--- src/obpc_pkg.sv ---
// ----------------------------------------------------------------------------
// obpc_pkg
// Shared types and constants for the oriented box point crop block.
// ----------------------------------------------------------------------------
package obpc_pkg;

  localparam int unsigned RegW   = 48;
  localparam int unsigned LaneW  = 16;
  localparam int unsigned IdxW   = 3;
  localparam int unsigned DiffW  = LaneW + 1;
  localparam int unsigned ProdW  = LaneW + DiffW;
  localparam int unsigned SumW   = ProdW + 2;
  localparam int unsigned DimSh  = 13;

  localparam logic [IdxW-1:0] REG_ROT_X  = 3'd0;
  localparam logic [IdxW-1:0] REG_ROT_Y  = 3'd1;
  localparam logic [IdxW-1:0] REG_ROT_Z  = 3'd2;
  localparam logic [IdxW-1:0] REG_CENTER = 3'd3;
  localparam logic [IdxW-1:0] REG_DIMS   = 3'd4;

  localparam logic [RegW-1:0] ROT_X_RST = 48'h0000_0000_4000;
  localparam logic [RegW-1:0] ROT_Y_RST = 48'h0000_4000_0000;
  localparam logic [RegW-1:0] ROT_Z_RST = 48'h4000_0000_0000;

  typedef struct packed {
    logic [RegW-1:0] rot_x;
    logic [RegW-1:0] rot_y;
    logic [RegW-1:0] rot_z;
    logic [RegW-1:0] center;
    logic [RegW-1:0] dims;
  } cfg_t;

  typedef struct packed {
    logic [LaneW-1:0] x;
    logic [LaneW-1:0] y;
    logic [LaneW-1:0] z;
    logic             last;
  } point_t;

endpackage

--- src/obpc_cmp.sv ---
// ----------------------------------------------------------------------------
// obpc_cmp
// Final stage: magnitude of each local coordinate against half the extent.
// ----------------------------------------------------------------------------
module obpc_cmp (
  input  logic                                clk_i,
  input  logic                                rst_ni,
  input  logic [obpc_pkg::RegW-1:0]           dims_i,
  input  logic                                valid_i,
  input  obpc_pkg::point_t                    point_i,
  input  logic signed [obpc_pkg::SumW-1:0]    sum_i [3],
  output logic                                valid_o,
  output logic                                keep_o,
  output obpc_pkg::point_t                    point_o
);

  localparam int unsigned LW = obpc_pkg::LaneW;
  localparam int unsigned SW = obpc_pkg::SumW;

  logic [SW-1:0] mag [3];
  logic [SW-1:0] lim [3];
  logic [2:0]    ok;
  logic          valid_q, keep_q;
  obpc_pkg::point_t point_q;

  // 2*|s| <= dim*2^14 is |s| <= dim*2^13
  always_comb begin
    for (int i = 0; i < 3; i++) begin
      mag[i] = sum_i[i][SW-1] ? SW'(-sum_i[i]) : SW'(sum_i[i]);
      lim[i] = SW'({dims_i[i*LW +: LW], {obpc_pkg::DimSh{1'b0}}});
      ok[i]  = (mag[i] <= lim[i]);
    end
  end

  always_ff @(posedge clk_i or negedge rst_ni) begin
    if (!rst_ni) begin
      valid_q <= 1'b0;
      keep_q  <= 1'b0;
    end else begin
      valid_q <= valid_i;
      keep_q  <= valid_i & (&ok);
    end
  end

  always_ff @(posedge clk_i) begin
    point_q <= point_i;
  end

  assign valid_o = valid_q;
  assign keep_o  = keep_q;
  assign point_o = point_q;

  a_keep_valid: assert property (@(posedge clk_i) disable iff (!rst_ni)
    keep_q |-> valid_q) else $error("keep without result");

endmodule

--- config.mk ---
export PLATFORM = sky130hd
export DESIGN_NAME = obpc_cmp
export DESIGN_NICKNAME = d
export VERILOG_FILES = /design/src/obpc_pkg.sv /design/src/obpc_cmp.sv
export SDC_FILE = /design/constraint.sdc
export NUM_CORES = 1
export LEC_CHECK = 0
export ABC_AREA = 1
export BUFFER_PORTS_ARGS = -buffer_cell sky130_fd_sc_hd__buf_2
export CELL_PAD_IN_SITES_DETAIL_PLACEMENT = 1
export CELL_PAD_IN_SITES_GLOBAL_PLACEMENT = 1
export CORE_MARGIN = 2
export CORE_UTILIZATION = 31
export CTS_CLUSTER_SIZE = 14
export DETAILED_ROUTE_END_ITERATION = 7
export PLACE_DENSITY_LB_ADDON = 0.1
export SYNTH_ARGS = -nofsm -noshare
export SYNTH_HDL_FRONTEND = slang
export SYNTH_SLANG_ARGS = --single-unit
--- constraint.sdc ---
create_clock -name clk_i -period 0.8 [get_ports clk_i]
set_clock_uncertainty 0.15 [all_clocks]
set_input_delay 0.04 -clock clk_i [delete_from_list [all_inputs] [get_ports clk_i]]
set_output_delay 0.04 -clock clk_i [all_outputs]
set_load 0.02 [all_outputs]
==> results of run 1 <==
[flip-flops by register name (all words and copies together), names as in the netlist]
name and cells:
point_o 49, valid_o 1, keep_o 1
[layer usage]
layer  wire length [µm]  part of all wire  GRT usage  up-vias
met4               4780              0.11      0.179        4
li1                   -                 -          -     3856
met3               5460              0.13     0.0672      365
met2              19200              0.44      0.631      760
met5                128            0.0030          0        -
met1              13700              0.32      0.336     4225
[per-stage QoR]
stage | setup TNS [ps] | instance area [µm²]
after floorplan | -1370 | 5340
after global placement | -1900 | 8490
after detailed placement | -2030 | 8490
after CTS | -8140 | 9910
after global routing | -14150 | 10100
final | -13790 | 10200
[cell families (layout without fill, tap and decap cells)]
logic type,count (synthesis),in the layout,share of synthesized area
XOR/XNOR,50,50,0.0827
flip-flops,51,51,0.195
other,0,18,0
AND/OR/NAND/NOR,475,475,0.405
adder cells (fa/ha/maj),48,48,0.113
AO/OA/AOI/OAI,90,90,0.0940
buffers and inverters,153,700,0.110
[Yosys cell counts (2+ instances only)]
master,n,area share
a21oi_1,32,0.030
a31oi_1,3,0.0035
buf_2,7,0.0066
clkbuf_1,3,0.0021
dfrtp_1,2,0.0094
dfxtp_1,49,0.19
ha_1,48,0.11
inv_1,137,0.097
inv_2,5,0.0035
nand2_1,202,0.14
nand2_2,9,0.011
nand2_4,3,0.0064
nand3_1,81,0.077
nand3_2,2,0.0038
nand3b_1,2,0.0028
nand4_1,17,0.020
nor2_1,122,0.086
nor2_2,13,0.015
nor2_4,9,0.019
nor3_1,7,0.0066
o21ai_0,33,0.031
o21ai_1,6,0.0057
o21ai_2,2,0.0033
o21bai_1,6,0.0085
o31ai_1,4,0.0057
or2_1,2,0.0024
xnor2_1,9,0.015
xor2_1,41,0.068
[what timing repair did]
item                       in CTS  in global routing
gates resized for setup       219                 42
setup buffers                  17                  7
cloned                          0                  0
pin swaps                      54                 27
hold buffers                   51                  0
hold endpoints to repair       52                  0
setup endpoints to repair      52                 52
[worst paths after layout]
path / startpoint / to / slack, ps
max in group asynchronous: rst_ni / valid_o$_DFF_PN0_ / 440
hold / removal: rst_ni / keep_o$_DFF_PN0_ / -50
setup / recovery: sum_i[85] / keep_o$_DFF_PN0_ / -2570
min in group clk_i: sum_i[68] / keep_o$_DFF_PN0_ / 40
[power by group through the flow]
stage,Sequential (µW),Clock (µW),Combinational [µW]
after floorplan,2940,0,1590
after global placement,2760,0,3710
after detailed placement,2770,0,3850
after CTS,2770,2220,4400
after global routing,2830,2690,5660
final,2840,2670,5400
[area by class of cell]
type / count / area [µm²] / area share
repair buffers: 550 / 3980 / 0.392
inverters: 142 / 538 / 0.0529
multi-input cells: 663 / 4080 / 0.401
clock buffers: 6 / 139 / 0.0137
flip-flops and latches: 51 / 1090 / 0.107
diodes: 18 / 45.0 / 0.00443
well taps: 220 / 275 / 0.0271
clock inverters: 2 / 13.8 / 0.00135
==> flow_summary.yaml, run 1 <==
run_status:
  status: "finished, violations left"
  violations: "hold timing, setup timing"
pwr:
  power.share.combinational: 0.495
  total_power_uw: 10900
  p_clk_frac: 0.244
  p_sw_uw: 4590
  seqPwrFrac: 0.260
  swShare: 0.421
  p_int_uw: 6320
  leakage_uw: 0.00545
  vdd_drop_max_mv: 1.17
  power_density_nw_per_um2: 1070
synthesis:
  synth-edff-count: 0
  synthArstFlopShare: 0.0392
  synth_nets: 1120
  synth_cell_types: 39
  netlist_instances: 867
  yosysWarnings: 0
  synth-seq-area-share: 0.195
  syn_area_um2: 5300
  synth_seq_cells: 51
  synth_ff_type: "dfxtp_1"
  syn_avg_cell_area_um2: 6.11
route:
  dr.pass1.iters: 5
  routed_wl_mm: 43.3
  drt_iter0_markers: 820
  via_count: 9210
  post-route-drc-count: 0
  final_antenna_net_count: 0
  via_per_inst: 5.58
  wl_per_cell_um: 26.2
worst_setup_path:
  cp_common_cell: "nand2_1"
  cp.buffers_inverters: 3
  path_max_fanout: 3
  worst_path_max_delay_cell: "ha_1"
  crit_required_ps: 940
  critPathMaxStageDelay_ps: 340
  critical_path_class: "primary input to register"
  cp.arrival_ps: 3510
  crit_path_end_kind: "register"
  path_cells: "buf_2 -> nor2_4 -> nand2_2 -> buf_4 -> o21ai_1 -> nand2_1 -> xor2_1 -> ha_1 -> nand2_2 -> nor3_2 -> buf_4 -> nand3_1 -> nor2_1 -> nand3_1 -> nor2_1 -> nand2_1 -> nand2_1 -> nand3_2 -> nor2_2"
  cp.depth: 19
  critPathTopFamily: "simple AND/OR/NAND/NOR gates"
  critPathLaunchType: "primary input"
timing:
  final.setup.worst_slack_ps: -2570
  setup_viol: 52
  final.period_utilization: 4.21
  worst_pin_slew_ps: 958
  finalHoldViolCount: 2
  maxSlewHeadroom: 0.355
  rsz0062_at_grt: "true"
  max_freq_mhz: 297
  whs_ps: -51.2
  min_period_ps: 3370
  slew_viol_final: 0
global_routing:
  grt-ovfl-total: 0
  grt_pass1_wl_mm: 47.5
  grt_pass1_vias: 8984
  grt_use_total: 0.331
  grt_max_degree: 17
  antenna_found_initial: 7
floorplan:
  fp.dieArea_um2: 18200
  start_util: 0.318
  ios: 256
  core_area_um2: 16600
  rows: 47
  fp.dieW_um: 135
  fp.dieH_um: 135
layout:
  drive_gt1_frac: 0.473
  fillers: 2193
  layout.cells.non_filler: 1652
  fin_nets: 1666
  area.growth.synth_to_final_pct: 91.8
  final_cell_mix: "buf_4, buf_2, nand2_1"
  finish.utilization: 0.611
  mostFrequentLayoutCell: "buf_4"
clocking:
  htreeDepth: 2
  cts_tree: "yes"
  cts.sinks: 51
  cts.clk_slew.worst_paths_ps: 100
  root_buffer: "clkbuf_16"
  clockBufferDepth: 2
  cts_buffers: 5
flow_run:
  drv_cap: 0
place:
  dpl_worst_slack_ps: -2030
  hpwl_mm: 20.2
  port_buffers: 255
  gp_congestion: 0.855
  dp.cells: 1551
min_path:
  hold_class: "primary input to asynchronous set/reset pin"
(Power assumes the default switching activity.)
==> run 2: changes to the inputs <==
Settings changed: PLACE_DENSITY from default to 0.78, PLACE_DENSITY_LB_ADDON 0.1 to default.
Clock period 0.8 ns to 3.65 ns, I/O delays scaled along.
==> flow_summary.yaml, run 2 (same netlist as run 1, synthesis figures left out) <==
layout:
  final_cell_mix: "buf_2, nand2_1, inv_1"
  mostFrequentLayoutCell: "buf_2"
  seq_area_um2: 1030
  multi_input_area_um2: 3680
  fillers: 2316
  area.growth.synth_to_final_pct: 42.0
  largest_reg_flops: 49
  drive_gt1_frac: 0.267
  fin_nets: 1424
global_routing:
  antenna_found_initial: 3
  grt_max_degree: 25
  grt_use_total: 0.233
  grt-ovfl-total: 0
  grt_pass1_vias: 6885
  grt_pass1_wl_mm: 33.7
route:
  wl_per_cell_um: 15.2
  dr.pass1.iters: 4
  via_per_inst: 4.73
  drt_iter0_markers: 206
  via_count: 6597
  final_antenna_net_count: 0
  post-route-drc-count: 0
  routed_wl_mm: 21.3
floorplan:
  fp.dieArea_um2: 18200
  rows: 47
  start_util: 0.318
  core_area_um2: 16600
  ios: 256
  fp.dieH_um: 135
  fp.dieW_um: 135
place:
  dpl_worst_slack_ps: 434
  port_buffers: 255
  gp_congestion: 0.887
  hpwl_mm: 17.2
timing:
  worst_pin_slew_ps: 525
  min_period_ps: 2880
  setup_viol: 0
  final.period_utilization: 0.789
  slew_viol_final: 0
  max_freq_mhz: 347
  maxSlewHeadroom: 0.650
  finalHoldViolCount: 0
  rsz0062_at_grt: "false"
  final.setup.worst_slack_ps: 769
  fin_tns_setup_ps: 0
pwr:
  p_clk_frac: 0.314
  seqPwrFrac: 0.314
  power.share.combinational: 0.372
  swShare: 0.328
  p_int_uw: 1280
  vdd_drop_max_mv: 0.232
  total_power_uw: 1900
  power_density_nw_per_um2: 253
  p_sw_uw: 624
  leakage_uw: 0.00409
worst_setup_path:
  worst_path_max_delay_cell: "ha_1"
  cp.buffers_inverters: 2
  critPathTopFamily: "simple AND/OR/NAND/NOR gates"
  cp.arrival_ps: 2940
  critical_path_class: "primary input to register"
  crit_required_ps: 3710
  critPathLaunchType: "primary input"
  crit_path_end_kind: "register"
  path_max_fanout: 5
  critPathMaxStageDelay_ps: 280
  path_cells: "buf_2 -> nor2_4 -> nand2_4 -> nor2_2 -> nand2_1 -> o21ai_1 -> o21a_1 -> xor2_1 -> ha_1 -> nand2_1 -> inv_1 -> nand3_1 -> nor2_1 -> nand2_1 -> nor2_1 -> nand3_1 -> nor2_1 -> nand2_1 -> a21oi_1 -> nand3_1 -> nor2_1"
run_status:
  status: "completed"
clocking:
  clockBufferDepth: 2
  cts.clk_slew.worst_paths_ps: 70
  cts_setup_buffers: 0
  cts_tree: "yes"
  cts_buffers: 5
  cts.sinks: 51
  root_buffer: "clkbuf_16"
  htreeDepth: 2
flow_run:
  drv_cap: 0
min_path:
  hold_class: "primary input to asynchronous set/reset pin"
## run 2: through the flow
| stage | std cells | utilization | hold slack (ps) | cell area, µm² |
|---|---|---|---|---|
| after floorplan | 867 | - | -263 | 5300 |
| after global placement | 1333 | 0.409 | -176 | 6810 |
| final | 1395 | 0.452 | 92.8 | 7520 |
| after global routing | 1394 | 0.452 | 86.3 | 7520 |
| after CTS | 1392 | 0.452 | 64.9 | 7520 |
| after detailed placement | 1333 | 0.409 | -172 | 6810 |
## run 2: worst max path at each step
stage	startpoint	to	slack (ps)	depth (start not counted)
global placement	sum_i[0]	keep_o$_DFF_PN0_	440	21
floorplan	sum_i[0]	keep_o$_DFF_PN0_	1280	20
finish	sum_i[0]	keep_o$_DFF_PN0_	770	21
CTS	sum_i[0]	keep_o$_DFF_PN0_	730	21
global route	sum_i[5]	keep_o$_DFF_PN0_	340	21
detailed placement	sum_i[0]	keep_o$_DFF_PN0_	430	21
## run 2: area by class of cell
| cell class | count | share of cell area |
|---|---|---|
| antenna | 3 | 0.000998 |
| clock buffer | 5 | 0.0166 |
| clock inverter | 3 | 0.00898 |
| inverter | 142 | 0.0708 |
| multi-input combinational | 663 | 0.490 |
| sequential | 51 | 0.137 |
| tap | 220 | 0.0366 |
| timing repair buffer | 308 | 0.239 |
## run 2: metal layers
layer  vias to the layer above  part of all wire  global-route usage
met5                         -                 0                   0
met4                         0             0.023              0.0655
met3                        35             0.060              0.0330
met2                       194              0.52               0.445
met1                      3014              0.40               0.267
li1                       3354                 -                   -
## run 2: timing repair
item | 4_1_cts | 5_1_grt
endpoints found under the hold margin | 52 | 0
endpoints found under the setup margin | 0 | 0
resized for setup | 0 | 0
hold buffers | 51 | 0
## run 2: power by group through the flow
| stage | clock network (µW) | registers, µW | logic [µW] |
|---|---|---|---|
| 2_1_floorplan | 0 | 644 | 346 |
| 3_3_place_gp | 0 | 605 | 644 |
| 3_5_place_dp | 0 | 606 | 660 |
| 4_1_cts | 609 | 594 | 709 |
| 5_1_grt | 629 | 599 | 805 |
| 6_report | 597 | 597 | 707 |
==> run 3: changes to the inputs <==
Clock period 3.65 ns to 2.91 ns, I/O delays scaled along.
==> flow_summary.yaml, run 3 (same netlist as run 1, synthesis figures left out) <==
floorplan:
  fp.dieArea_um2: 18200
  fp.dieW_um: 135
  ios: 256
  fp.dieH_um: 135
  start_util: 0.318
  rows: 47
  core_area_um2: 16600
timing:
  maxSlewHeadroom: 0.704
  min_period_ps: 2620
  setup_viol: 0
  worst_pin_slew_ps: 443
  max_freq_mhz: 381
  finalHoldViolCount: 0
  rsz0062_at_grt: "false"
  final.period_utilization: 0.902
  slew_viol_final: 0
route:
  wl_per_cell_um: 15.2
  via_per_inst: 4.71
  via_count: 6635
  routed_wl_mm: 21.4
  drt_iter0_markers: 199
  post-route-drc-count: 0
  dr.pass1.iters: 4
  final_antenna_net_count: 0
pwr:
  vdd_drop_max_mv: 0.310
  p_clk_frac: 0.292
  p_int_uw: 1550
  power.share.combinational: 0.388
  p_sw_uw: 785
  power_density_nw_per_um2: 306
  swShare: 0.337
  leakage_uw: 0.00415
  total_power_uw: 2330
  seqPwrFrac: 0.320
worst_setup_path:
  crit_path_end_kind: "register"
  crit_required_ps: 2980
  critical_path_class: "primary input to register"
  cp.arrival_ps: 2690
  critPathLaunchType: "primary input"
  path_max_fanout: 5
global_routing:
  grt_pass1_vias: 6929
  grt_max_degree: 29
  grt_use_total: 0.229
  grt-ovfl-total: 0
  antenna_found_initial: 2
  grt_pass1_wl_mm: 33.5
layout:
  final_cell_mix: "buf_2, nand2_1, inv_1"
  drive_gt1_frac: 0.279
  fin_nets: 1436
  largest_reg_flops: 49
  area.growth.synth_to_final_pct: 44.0
  mostFrequentLayoutCell: "buf_2"
  finish.utilization: 0.458
  fillers: 2320
min_path:
  hold_class: "primary input to asynchronous set/reset pin"
clocking:
  cts_buffers: 5
  root_buffer: "clkbuf_16"
  cts.sinks: 51
  cts.clk_slew.worst_paths_ps: 70
  cts_setup_buffers: 0
  htreeDepth: 2
  cts_tree: "yes"
  clockBufferDepth: 2
run_status:
  status: "completed"
place:
  gp_congestion: 0.876
  hpwl_mm: 17.5
  port_buffers: 255
flow_run:
  drv_cap: 0
run 3: how the worst max path moves through the flow:
| stage | startpoint | to | slack [ps] | cells after the start |
|---|---|---|---|---|
| 2_1_floorplan | sum_i[0] | keep_o$_DFF_PN0_ | 570 | 20 |
| 3_3_place_gp | sum_i[0] | keep_o$_DFF_PN0_ | -170 | 21 |
| 3_5_place_dp | sum_i[0] | keep_o$_DFF_PN0_ | -200 | 21 |
| 4_1_cts | sum_i[0] | keep_o$_DFF_PN0_ | 90 | 21 |
| 5_1_grt | sum_i[5] | keep_o$_DFF_PN0_ | 10 | 21 |
| 6_report | sum_i[0] | keep_o$_DFF_PN0_ | 290 | 20 |
run 3: final cells by class:
type | instances | area [µm²] | area share
Multi-Input combinational cell | 663 | 3710 | 0.487
Clock inverter | 2 | 35.0 | 0.00459
Antenna cell | 4 | 10.0 | 0.00131
Clock buffer | 6 | 139 | 0.0182
Timing Repair Buffer | 320 | 1890 | 0.248
Tap cell | 220 | 275 | 0.0361
Sequential cell | 51 | 1030 | 0.135
Inverter | 142 | 533 | 0.0699
run 3: power groups by stage:
stage | registers, µW | logic, µW | clock network (µW)
floorplan | 808 | 434 | 0
global placement | 759 | 823 | 0
detailed placement | 761 | 843 | 0
CTS | 745 | 903 | 690
global route | 750 | 1020 | 723
finish | 747 | 905 | 680
run 3: timing repair:
action | in CTS | in global routing
hold endpoints to repair | 52 | 0
hold buffers | 51 | 0
setup endpoints to repair | 0 | 1
resized for setup | 0 | 8
run 3: per-layer routing:
layer | GRT usage | up-vias | wire (µm)
met4 | 0.0602 | 0 | 490
met1 | 0.273 | 3062 | 8930
met3 | 0.0300 | 26 | 1180
met2 | 0.429 | 169 | 10800
li1 | - | 3378 | -
met5 | 0 | - | 0
run 3: per-stage QoR:
stage	hold slack, ps	setup TNS [ps]	worst slack (ps)	area, µm²	std cells
3_5_place_dp	-199	-197	-197	6900	1345
3_3_place_gp	-196	-171	-171	6900	1345
2_1_floorplan	-300	0	574	5300	867
6_report	45.7	0	286	7630	1408
4_1_cts	25.4	0	88.6	7590	1404
5_1_grt	40.8	0	14.9	7620	1404
run 3: critical path, cell delays in order:
cell	delay [ps]
buf_2	110
nor2_4	160
nand2_4	100
nor2_4	150
nand3_4	120
o31ai_1	250
xor2_1	150
ha_1	320
nand2_1	60
inv_1	60
nand3_1	100
nor2_4	140
nand2_1	70
nor2_1	80
nand3_1	90
nor2_1	140
nand2_1	90
a21oi_1	160
nand3_1	90
nor2_1	100
