$ cat config.mk
export PLATFORM = sky130hd
export DESIGN_NAME = obpc_cfg
export DESIGN_NICKNAME = d
export VERILOG_FILES = /design/src/obpc_pkg.sv /design/src/obpc_cfg.sv
export SDC_FILE = /design/constraint.sdc
export NUM_CORES = 1
export LEC_CHECK = 0
export ABC_AREA = 1
export BUFFER_PORTS_ARGS = -buffer_cell sky130_fd_sc_hd__buf_4
export CAP_MARGIN = 40
export CORE_AREA = 3 3 135 137
export DETAILED_ROUTE_END_ITERATION = 16
export DIE_AREA = 0 0 138 140
export HOLD_SLACK_MARGIN = 0.15
export PLACE_DENSITY_LB_ADDON = 0.15
export SETUP_SLACK_MARGIN = 0.1
export SLEW_MARGIN = 20
export SYNTH_ARGS = -nofsm -noshare
export SYNTH_HDL_FRONTEND = slang
export SYNTH_SLANG_ARGS = --single-unit
$ cat constraint.sdc
create_clock -name clk_i -period 2 [get_ports clk_i]
set_clock_uncertainty 0.15 [all_clocks]
set_input_delay 0 -clock clk_i [delete_from_list [all_inputs] [get_ports clk_i]]
set_output_delay 0 -clock clk_i [all_outputs]
set_load 0.1 [all_outputs]
$ cat src/obpc_pkg.sv
// ----------------------------------------------------------------------------
// obpc_pkg
// Shared types and constants for the oriented box point crop block.
// ----------------------------------------------------------------------------
package obpc_pkg;

  localparam int unsigned RegW   = 48;
  localparam int unsigned LaneW  = 16;
  localparam int unsigned IdxW   = 3;
  localparam int unsigned DiffW  = LaneW + 1;
  localparam int unsigned ProdW  = LaneW + DiffW;
  localparam int unsigned SumW   = ProdW + 2;
  localparam int unsigned DimSh  = 13;

  localparam logic [IdxW-1:0] REG_ROT_X  = 3'd0;
  localparam logic [IdxW-1:0] REG_ROT_Y  = 3'd1;
  localparam logic [IdxW-1:0] REG_ROT_Z  = 3'd2;
  localparam logic [IdxW-1:0] REG_CENTER = 3'd3;
  localparam logic [IdxW-1:0] REG_DIMS   = 3'd4;

  localparam logic [RegW-1:0] ROT_X_RST = 48'h0000_0000_4000;
  localparam logic [RegW-1:0] ROT_Y_RST = 48'h0000_4000_0000;
  localparam logic [RegW-1:0] ROT_Z_RST = 48'h4000_0000_0000;

  typedef struct packed {
    logic [RegW-1:0] rot_x;
    logic [RegW-1:0] rot_y;
    logic [RegW-1:0] rot_z;
    logic [RegW-1:0] center;
    logic [RegW-1:0] dims;
  } cfg_t;

  typedef struct packed {
    logic [LaneW-1:0] x;
    logic [LaneW-1:0] y;
    logic [LaneW-1:0] z;
    logic             last;
  } point_t;

endpackage

$ cat src/obpc_cfg.sv
// ----------------------------------------------------------------------------
// obpc_cfg
// Configuration register file: rotation columns, center and dimensions.
// ----------------------------------------------------------------------------
module obpc_cfg (
  input  logic                          clk_i,
  input  logic                          rst_ni,
  input  logic                          cfg_we_i,
  input  logic [obpc_pkg::IdxW-1:0]     cfg_idx_i,
  input  logic [obpc_pkg::RegW-1:0]     cfg_data_i,
  output obpc_pkg::cfg_t                cfg_o
);

  obpc_pkg::cfg_t cfg_q, cfg_d;

  always_comb begin
    cfg_d = cfg_q;
    if (cfg_we_i) begin
      unique case (cfg_idx_i)
        obpc_pkg::REG_ROT_X:  cfg_d.rot_x  = cfg_data_i;
        obpc_pkg::REG_ROT_Y:  cfg_d.rot_y  = cfg_data_i;
        obpc_pkg::REG_ROT_Z:  cfg_d.rot_z  = cfg_data_i;
        obpc_pkg::REG_CENTER: cfg_d.center = cfg_data_i;
        obpc_pkg::REG_DIMS:   cfg_d.dims   = cfg_data_i;
        default: ;
      endcase
    end
  end

  always_ff @(posedge clk_i or negedge rst_ni) begin
    if (!rst_ni) begin
      cfg_q.rot_x  <= obpc_pkg::ROT_X_RST;
      cfg_q.rot_y  <= obpc_pkg::ROT_Y_RST;
      cfg_q.rot_z  <= obpc_pkg::ROT_Z_RST;
      cfg_q.center <= '0;
      cfg_q.dims   <= '0;
    end else begin
      cfg_q <= cfg_d;
    end
  end

  assign cfg_o = cfg_q;

endmodule

==> flow_summary.yaml, run 1 <==
cts:
  clk-insertion-delay-late_ns: 0.52
  cts_max_path_buffers: 3
  clock_sinks: 240
  tritoncts: "built"
  htree_levels: 1
  numCtsBuffers: 24
  cts.reportedPaths.clkPinSlew_ns: 0.06
  root_buffer: "clkbuf_16"
floorplan:
  coreArea_mm2: 0.0172
  dieArea_mm2: 0.0193
  num_rows: 48
  die_h_um: 140
  num_io_pins: 294
  initial_core_util_pct: 54.9
  fp.dieW_um: 138
hold_path:
  hold_path_class: "primary input to flip-flop"
  worstHoldPathCells: 4
timing:
  hold_viol: 0
  finalSetupViolCount: 0
  rsz0062_at_grt: "false"
  fin_crit_ns: 1.81
  worstMarginPinSlew_ns: 0.736
  fin_ws_ns: 0.190
  finalMaxSlewViolations: 0
  fin_tns_setup_ns: 0
  timing.final.crit_share_pct: 90.5
  fmaxAchievable_mhz: 552
  relSlewSlack_pct: 50.9
finish:
  multiInputGateArea_mm2: 0.00305
  largest_reg_flops: 240
  final_cell_mix: "nand2_1, buf_4, dfrtp_1"
  area_growth_pct: 50.4
  seq_area_mm2: 0.00601
  mostFrequentLayoutCell: "nand2_1"
  drive_gt1_share_pct: 24.2
  antenna_cells: 0
  n_fill_cell: 979
  layout.nets: 1531
  fin_util_pct: 82.6
power:
  p_per_area_mw_per_mm2: 1480
  cellLeakagePower_nw: 7.62
  finalPower_mw: 21.0
  ir_worst_vdd_mv: 1.22
drt:
  vias: 9544
  ant_nets: 0
  firstDrtPassIters: 6
  drcViolationCount: 0
  routed_wl_mm: 33.7
  viasPerCell: 5.55
  drt_iter0_drc: 980
  wl_per_cell_um: 19.6
global_routing:
  overflow: 0
  first_global_vias: 9785
  antenna_found_initial: 0
  grt_use_total_pct: 34.8
  grt_pass1_wl_mm: 54.0
  grt_max_degree: 72
setup_path:
  cp_num_buf_inv: 4
  r2r_cells: 3
  worst-path-max-fanout: 3
  required_ns: 2.26
  cp.depth: 6
  path_cells: "dlygate4sd3_1 -> buf_4 -> dlygate4sd3_1 -> nand2_1 -> dlygate4sd3_1 -> nand2_1"
  worstSetupEndpointType: "flip-flop"
  criticalPathCategory: "primary input to flip-flop"
  cpPeakStageDelay_ns: 0.62
  start_kind: "primary input"
  crit_top_cell: "dlygate4sd3_1"
  critPathArrivalTime_ns: 2.07
  critical-path-slowest-cell: "dlygate4sd3_1"
  crit_family: "buffers and inverters"
run_status:
  status: "complete, no violations"
placement:
  gp_congestion: 0.809
  dpl_worst_slack_ns: 0.625
  io_buffers: 293
  place_hpwl_mm: 18.6
logic_synthesis:
  synth_seq_cells: 240
  ys_seq_area_share_pct: 63.7
  post_synth_num_cell_types: 14
  postSynthAreaPerCell_um2: 8.98
  netlist_area_mm2: 0.00943
  yosys.area.top_type: "dfrtp_1"
  synthCells: 1050
  synth_area_leaders: "dfrtp_1, nand2_1, nand3_1"
  synth_top_area_share_pct: 62.9
  synth_nets: 1104
  synth_warnings: 0
job:
  drv_cap: 0
[report_power, final]
part | total, mW | switching [mW] | internal [mW]
logic | 10.1 | 8.32 | 1.80
clock network | 4.47 | 1.89 | 2.58
registers | 6.37 | 0.591 | 5.78
[cell type report]
cell class	count	area share (%)
repair buffers	472	28.5
flip-flops and latches	240	42.3
well taps	225	1.98
clock inverters	6	0.467
multi-input cells	733	21.5
inverters	6	0.159
clock buffers	38	5.03
[per-stage QoR]
stage / instance area, µm² / hold slack (ns) / cells
floorplan: 9430 / -0.446 / 1050
global placement: 11800 / -0.148 / 1516
detailed placement: 11800 / -0.138 / 1516
CTS: 14200 / 0.150 / 1720
global route: 14200 / 0.181 / 1720
finish: 14200 / 0.160 / 1720
[cells by family (layout without fill, tap and decap cells)]
logic type,count (synthesis),count (layout),share of synthesized area (%)
buf+inv,77,522,4.39
simple gates,733,733,31.9
flops,240,240,63.7
[per-layer routing]
layer | up-vias | global-route usage [%] | share of wire [%] | routed length [µm]
li1 | 4171 | - | - | -
met1 | 4642 | 44.3 | 36 | 12200
met2 | 620 | 57.3 | 48 | 16300
met3 | 111 | 9.25 | 11 | 3800
met4 | 0 | 14.1 | 4.3 | 1450
met5 | - | 0 | 0 | 0
[synthesized netlist by cell type]
master / instances
buf_4: 16
nand2_1: 535
nand2_2: 1
nor2_1: 1
dfrtp_1: 237
dfstp_2: 3
buf_6: 3
clkbuf_1: 15
nor2_2: 3
nor2_4: 1
inv_1: 6
buf_1: 3
buf_2: 34
nand3_1: 192
[final timing paths]
path | from | to | slack [ns]
min | cfg_data_i[14] | cfg_o[14] | 0.16
min in group asynchronous | rst_ni | cfg_o[44] | 0.44
max in group asynchronous | rst_ni | cfg_o[160] | 0.48
max | cfg_data_i[46] | cfg_o[94] | 0.19
max reg2reg | cfg_o[142] | cfg_o[142] | 0.58
min reg2reg | cfg_o[99] | cfg_o[99] | 0.32
[worst register-to-register path: cells and delay by family, from the launching register on]
kind | cells | cell delay [ns]
buffers and inverters | 1 | 0.57
flip-flops | 1 | 0.53
AND/OR/NAND/NOR | 2 | 0.11
[repair_timing]
item,CTS,global route
endpoints found under the setup margin,0,3
hold buffers,160,0
endpoints found under the hold margin,480,0
gates resized for setup,0,1
setup buffers,0,0
(Power assumes the default switching activity.)
==> run 2, diff against run 1 <==
- CORE_AREA: 3 3 135 137 -> 3 3 140 142
- DIE_AREA: 0 0 138 140 -> 0 0 143 145
- clock period: 2 -> 1.8 ns (I/O delays scaled with it)
==> run 2 against run 1 <==
  * Sequential cell count did not move
  * Routed wire length rose by 21%
  * Via count rose by 12%
  * Global-route usage fell by 2.1 points
  * Die area rose by 7.3%
  * Setup slack got worse by 0.18 ns
==> flow_summary.yaml, run 2 (synthesized netlist as in run 1, its figures left out) <==
finish:
  design_area_mm2: 0.0159
  final_cell_mix: "nand2_1, buf_4, dlygate4sd3_1"
  fin_util_pct: 85.4
  post_layout_nonfiller_instances: 1884
  mostFrequentLayoutCell: "nand2_1"
  area_growth_pct: 68.2
  drive_gt1_share_pct: 23.3
  antenna_cells: 0
  n_fill_cell: 970
  layout.nets: 1686
  largest_reg_flops: 240
run_status:
  status: "complete, no violations"
placement:
  io_buffers: 293
  place_inst: 1535
  gp_congestion: 0.816
  place_area_mm2: 0.0119
  place_hpwl_mm: 19.5
cts:
  root_buffer: "clkbuf_16"
  tritoncts: "built"
  cts.reportedPaths.clkPinSlew_ns: 0.06
  htree_levels: 1
  clock_sinks: 240
  numCtsBuffers: 25
  cts_max_path_buffers: 3
  clk-insertion-delay-late_ns: 0.51
timing:
  relSlewSlack_pct: 46.2
  hold_viol: 0
  rsz0062_at_grt: "true"
  finalMaxSlewViolations: 0
  timing.final.crit_share_pct: 99.5
  fin_tns_setup_ns: 0
  finalSetupViolCount: 0
  fmaxAchievable_mhz: 558
  fin_crit_ns: 1.79
  worstMarginPinSlew_ns: 0.805
hold_path:
  hold_path_class: "primary input to flip-flop"
global_routing:
  overflow: 0
  grt_max_degree: 94
  grt_pass1_wl_mm: 54.0
  grt_use_total_pct: 32.7
  first_global_vias: 9558
  antenna_found_initial: 0
drt:
  wl_per_cell_um: 21.7
  viasPerCell: 5.65
  routed_wl_mm: 40.8
  drt_iter0_drc: 1091
  ant_nets: 0
  drcViolationCount: 0
  firstDrtPassIters: 5
  vias: 10654
setup_path:
  criticalPathCategory: "primary input to flip-flop"
  critPathArrivalTime_ns: 2.03
  endpoint: "cfg_o[80]"
  r2r_cells: 3
  startpoint: "cfg_data_i[32]"
  r2r-end: "cfg_o[126]"
  start_kind: "primary input"
  worst-path-max-fanout: 5
  required_ns: 2.04
  r2r_setup_slack_ns: 0.40
  reg2reg_from: "cfg_o[126]"
  worstSetupEndpointType: "flip-flop"
power:
  cellLeakagePower_nw: 8.06
  pwr-share-comb_pct: 48.6
  clock_power_share_pct: 21.7
  seqPwrFrac_pct: 29.7
  p_per_area_mw_per_mm2: 1510
  p_sw_mw: 12.3
  finalPower_mw: 23.9
  sw_frac_of_total_pct: 51.4
  internal-power_mw: 11.6
  ir_worst_vdd_mv: 1.48
floorplan:
  num_rows: 50
  num_io_pins: 294
  initial_core_util_pct: 50.8
  coreArea_mm2: 0.0186
  die_h_um: 145
  fp.dieW_um: 143
  dieArea_mm2: 0.0207
job:
  drv_cap: 0
run 2: routing by layer:
metal | track usage (%) | part of all wire, %
met1 | 45.0 | 35
met2 | 52.5 | 48
met3 | 6.76 | 11
met4 | 10.3 | 5.4
met5 | 0 | 0
run 2: how the worst min path moves through the flow:
stage | from | endpoint | slack [ns] | depth (start not counted)
6_report | cfg_idx_i[2] | cfg_o[147] | 0.12 | 6
5_1_grt | cfg_idx_i[2] | cfg_o[190] | 0.15 | 6
4_1_cts | cfg_idx_i[2] | cfg_o[206] | -0.09 | 5
3_5_place_dp | rst_ni | cfg_o[42] | -0.21 | 1
3_3_place_gp | rst_ni | cfg_o[42] | -0.21 | 1
2_1_floorplan | rst_ni | cfg_o[0] | -0.45 | 0
run 2: layout make-up:
| class | count | area, µm² | share of cell area (%) |
|---|---|---|---|
| clock inverters | 11 | 116 | 0.733 |
| clock buffers | 34 | 689 | 4.34 |
| multi-input cells | 733 | 3050 | 19.2 |
| inverters | 6 | 22.5 | 0.142 |
| flip-flops and latches | 240 | 6010 | 37.9 |
| well taps | 234 | 293 | 1.84 |
| repair buffers | 626 | 5690 | 35.8 |
run 2: timing repair:
| item | 4_1_cts | 5_1_grt |
|---|---|---|
| endpoints found under the hold margin | 480 | 169 |
| buffers inserted | 0 | 2 |
| endpoints found under the setup margin | 0 | 72 |
| gates resized for setup | 0 | 22 |
| hold buffers | 216 | 108 |
run 2: worst max-delay path, cell delays in order:
cell and delay (ns):
dlygate4sd3_1 0.55, buf_4 0.17, nand2_1 0.08, dlygate4sd3_1 0.59, nand2_1 0.07, dlygate4sd3_1 0.57
run 2: metrics by stage:
stage                     hold slack [ns]  setup slack [ns]
after floorplan                    -0.446             0.494
after global placement             -0.210             0.536
after detailed placement           -0.210             0.501
after CTS                         -0.0882             0.106
after global routing                0.149          -0.00354
final                               0.120           0.00932
run 2: power groups by stage:
stage	registers [mW]	clock network [mW]	logic (mW)
global route	7.20	5.44	11.9
detailed placement	7.10	0	10.9
global placement	7.10	0	10.8
finish	7.12	5.19	11.6
CTS	7.04	5.15	11.3
floorplan	14.5	0	0.963
==> run 3, diff against run 2 <==
- ABC_AREA: 1 -> not set
- CAP_MARGIN: 40 -> 20
- CORE_AREA: 3 3 140 142 -> 3 3 139 141
- DIE_AREA: 0 0 143 145 -> 0 0 142 144
==> run 3 against run 2 <==
  * Global-route usage decreased by 8.2 points
  * Sequential share of layout area grew 4.9 points
  * Synthesized cell count down 51%
  * Combinational power grew 14%
  * Sequential cell count did not move
  * Critical path depth is 1 lower
  * Sequential power is 3.8% higher
  * Maximum frequency grew 7.1%
  * Power increased by 8.6%
  * Count of clock-buffer cells in the layout is 2 higher
  * Area after synthesis down 2.3%
  * Cell area down 11%
  * Critical path type unchanged
  * Highest routed layer unchanged
==> flow_summary.yaml, run 3 <==
logic_synthesis:
  yosysMostFrequentCell: "dfrtp_1"
  synth_seq_cells: 240
  netlist_area_mm2: 0.00922
  synthCells: 510
  synth_top_area_share_pct: 64.3
  ys_seq_area_share_pct: 65.2
  synth_edf_count: 0
  synth_warnings: 0
  synth_common_cells: "dfrtp_1, mux2_2, mux2_4"
  synth_nets: 564
  synth_area_leaders: "dfrtp_1, mux2_2, mux2_4"
  yosys.area.top_type: "dfrtp_1"
  async_flop_share_pct: 100
  post_synth_num_cell_types: 10
  ys.flop_type: "dfrtp_1"
  postSynthAreaPerCell_um2: 18.1
global_routing:
  overflow: 0
  first_global_vias: 6945
  grt_max_degree: 63
  grt_pass1_wl_mm: 39.4
  grt_util_met1_pct: 31.3
  gr-usage-met2_pct: 41.7
  grt_use_total_pct: 24.6
  grtUsageMet3_pct: 6.58
  busiest_layer: "met2"
  antenna_found_initial: 0
drt:
  wl_per_cell_um: 21.4
  firstDrtPassIters: 4
  routed_wl_mm: 25.9
  ant_nets: 0
  drcViolationCount: 0
  viasPerCell: 5.15
  vias: 6236
  drt_iter0_drc: 177
setup_path:
  criticalPathCategory: "primary input to flip-flop"
  worst-path-max-fanout: 9
  critPathArrivalTime_ns: 1.91
  worstSetupEndpointType: "flip-flop"
  required_ns: 2.04
  start_kind: "primary input"
cts:
  htree_levels: 1
  cts_setup_buffers: 0
  tritoncts: "built"
  numCtsBuffers: 26
  clock_sinks: 240
  cts_max_path_buffers: 3
  root_buffer: "clkbuf_16"
  cts.reportedPaths.clkPinSlew_ns: 0.06
  clk-insertion-delay-late_ns: 0.51
timing:
  fin_tns_setup_ns: 0
  fin_ws_ns: 0.127
  relSlewSlack_pct: 65.7
  worstMarginPinSlew_ns: 0.514
  fmaxAchievable_mhz: 598
  rsz0062_at_grt: "false"
  finalMaxSlewViolations: 0
  finalSetupViolCount: 0
  fin_crit_ns: 1.67
  hold_viol: 0
  timing.final.crit_share_pct: 92.9
floorplan:
  initial_core_util_pct: 51.0
  coreArea_mm2: 0.0181
  num_io_pins: 294
  die_h_um: 144
  dieArea_mm2: 0.0204
  fp.dieW_um: 142
  num_rows: 49
finish:
  drive_gt1_share_pct: 57.5
  fin_util_pct: 77.7
  area_growth_pct: 52.5
  final_cell_mix: "buf_4, dfrtp_1, mux2_2"
  largest_reg_flops: 240
  layout.nets: 1017
  antenna_cells: 0
  mostFrequentLayoutCell: "buf_4"
placement:
  io_buffers: 293
  place_hpwl_mm: 15.7
  gp_congestion: 0.768
  dpl_worst_slack_ns: 0.309
power:
  cellLeakagePower_nw: 6.64
  p_per_area_mw_per_mm2: 1850
  ir_worst_vdd_mv: 1.63
hold_path:
  hold_path_class: "primary input to flip-flop"
job:
  drv_cap: 0
run_status:
  status: "complete, no violations"
==> run 3: changes by cell type after synthesis, moves of 3 or more <==
| cell | previous run | this run |
|---|---|---|
| buf_1 | 3 | 0 |
| nor2_2 | 3 | 0 |
| and4bb_1 | 0 | 3 |
| buf_6 | 3 | 14 |
| buf_4 | 16 | 0 |
| mux2_4 | 0 | 60 |
| mux2_2 | 0 | 150 |
| mux2_1 | 0 | 30 |
| nand3_1 | 192 | 0 |
| inv_1 | 6 | 0 |
| buf_2 | 34 | 11 |
| clkbuf_1 | 15 | 0 |
| nand2_1 | 535 | 0 |
==> run 3: per-stage QoR <==
step / hold WS (ns) / instance area (µm²) / total power, mW / instances
final: 0.120 / 14100 / 26.0 / 1211
after global routing: 0.157 / 14100 / 26.8 / 1211
after CTS: 0.102 / 14000 / 26.1 / 1203
after detailed placement: -0.168 / 11800 / 20.3 / 1022
after global placement: -0.176 / 11800 / 20.1 / 1022
after floorplan: -0.446 / 9220 / 17.4 / 510
==> run 3: where the power goes <==
group | internal, mW | switching (mW) | leakage, nW | total [mW]
logic | 2.96 | 10.3 | 3.34 | 13.2
registers | 6.60 | 0.783 | 2.88 | 7.39
clock network | 3.27 | 2.13 | 0.422 | 5.40
total | 12.8 | 13.2 | 6.64 | 26.0
==> run 3: cell families after synthesis <==
kind of cell	Yosys count	share of synthesized area (%)
flops	240	65.2
buf+inv	25	2.31
mux	240	31.8
simple gates	5	0.760
==> run 3: cell type report <==
class                           instances  area (µm²)
Multi-Input combinational cell        245        3010
Tap cell                              229         287
Clock buffer                           36         729
Fill cell                            1058        4030
Timing Repair Buffer                  450        3880
Clock inverter                         11         146
Sequential cell                       240        6010
==> run 3: worst max-delay path, cell delays in order <==
cell and delay [ns]:
buf_4 0.13, and4bb_4 0.45, buf_12 0.17, dlygate4sd3_1 0.77, mux2_2 0.38
==> run 3: worst paths after layout <==
| check | startpoint | to | slack [ns] | depth (start not counted) |
|---|---|---|---|---|
| hold reg to reg | cfg_o[216] | cfg_o[216] | 0.34 | 1 |
| min in group asynchronous | rst_ni | cfg_o[92] | 0.41 | 3 |
| hold / removal | cfg_we_i | cfg_o[91] | 0.12 | 4 |
| max in group asynchronous | rst_ni | cfg_o[74] | 0.39 | 4 |
| setup reg to reg | cfg_o[93] | cfg_o[93] | 0.26 | 2 |
| setup / recovery | cfg_idx_i[2] | cfg_o[107] | 0.13 | 5 |
==> run 3: what timing repair did <==
item | in CTS | in global routing
gates resized for setup | 0 | 0
hold buffers | 134 | 8
endpoints found under the hold margin | 480 | 8
==> run 3: metal layers <==
| layer | share of wire (%) | wire [µm] |
|---|---|---|
| met2 | 50 | 12900 |
| met1 | 41 | 10600 |
| met3 | 7.0 | 1820 |
| met4 | 2.2 | 578 |
| met5 | 0 | 0 |
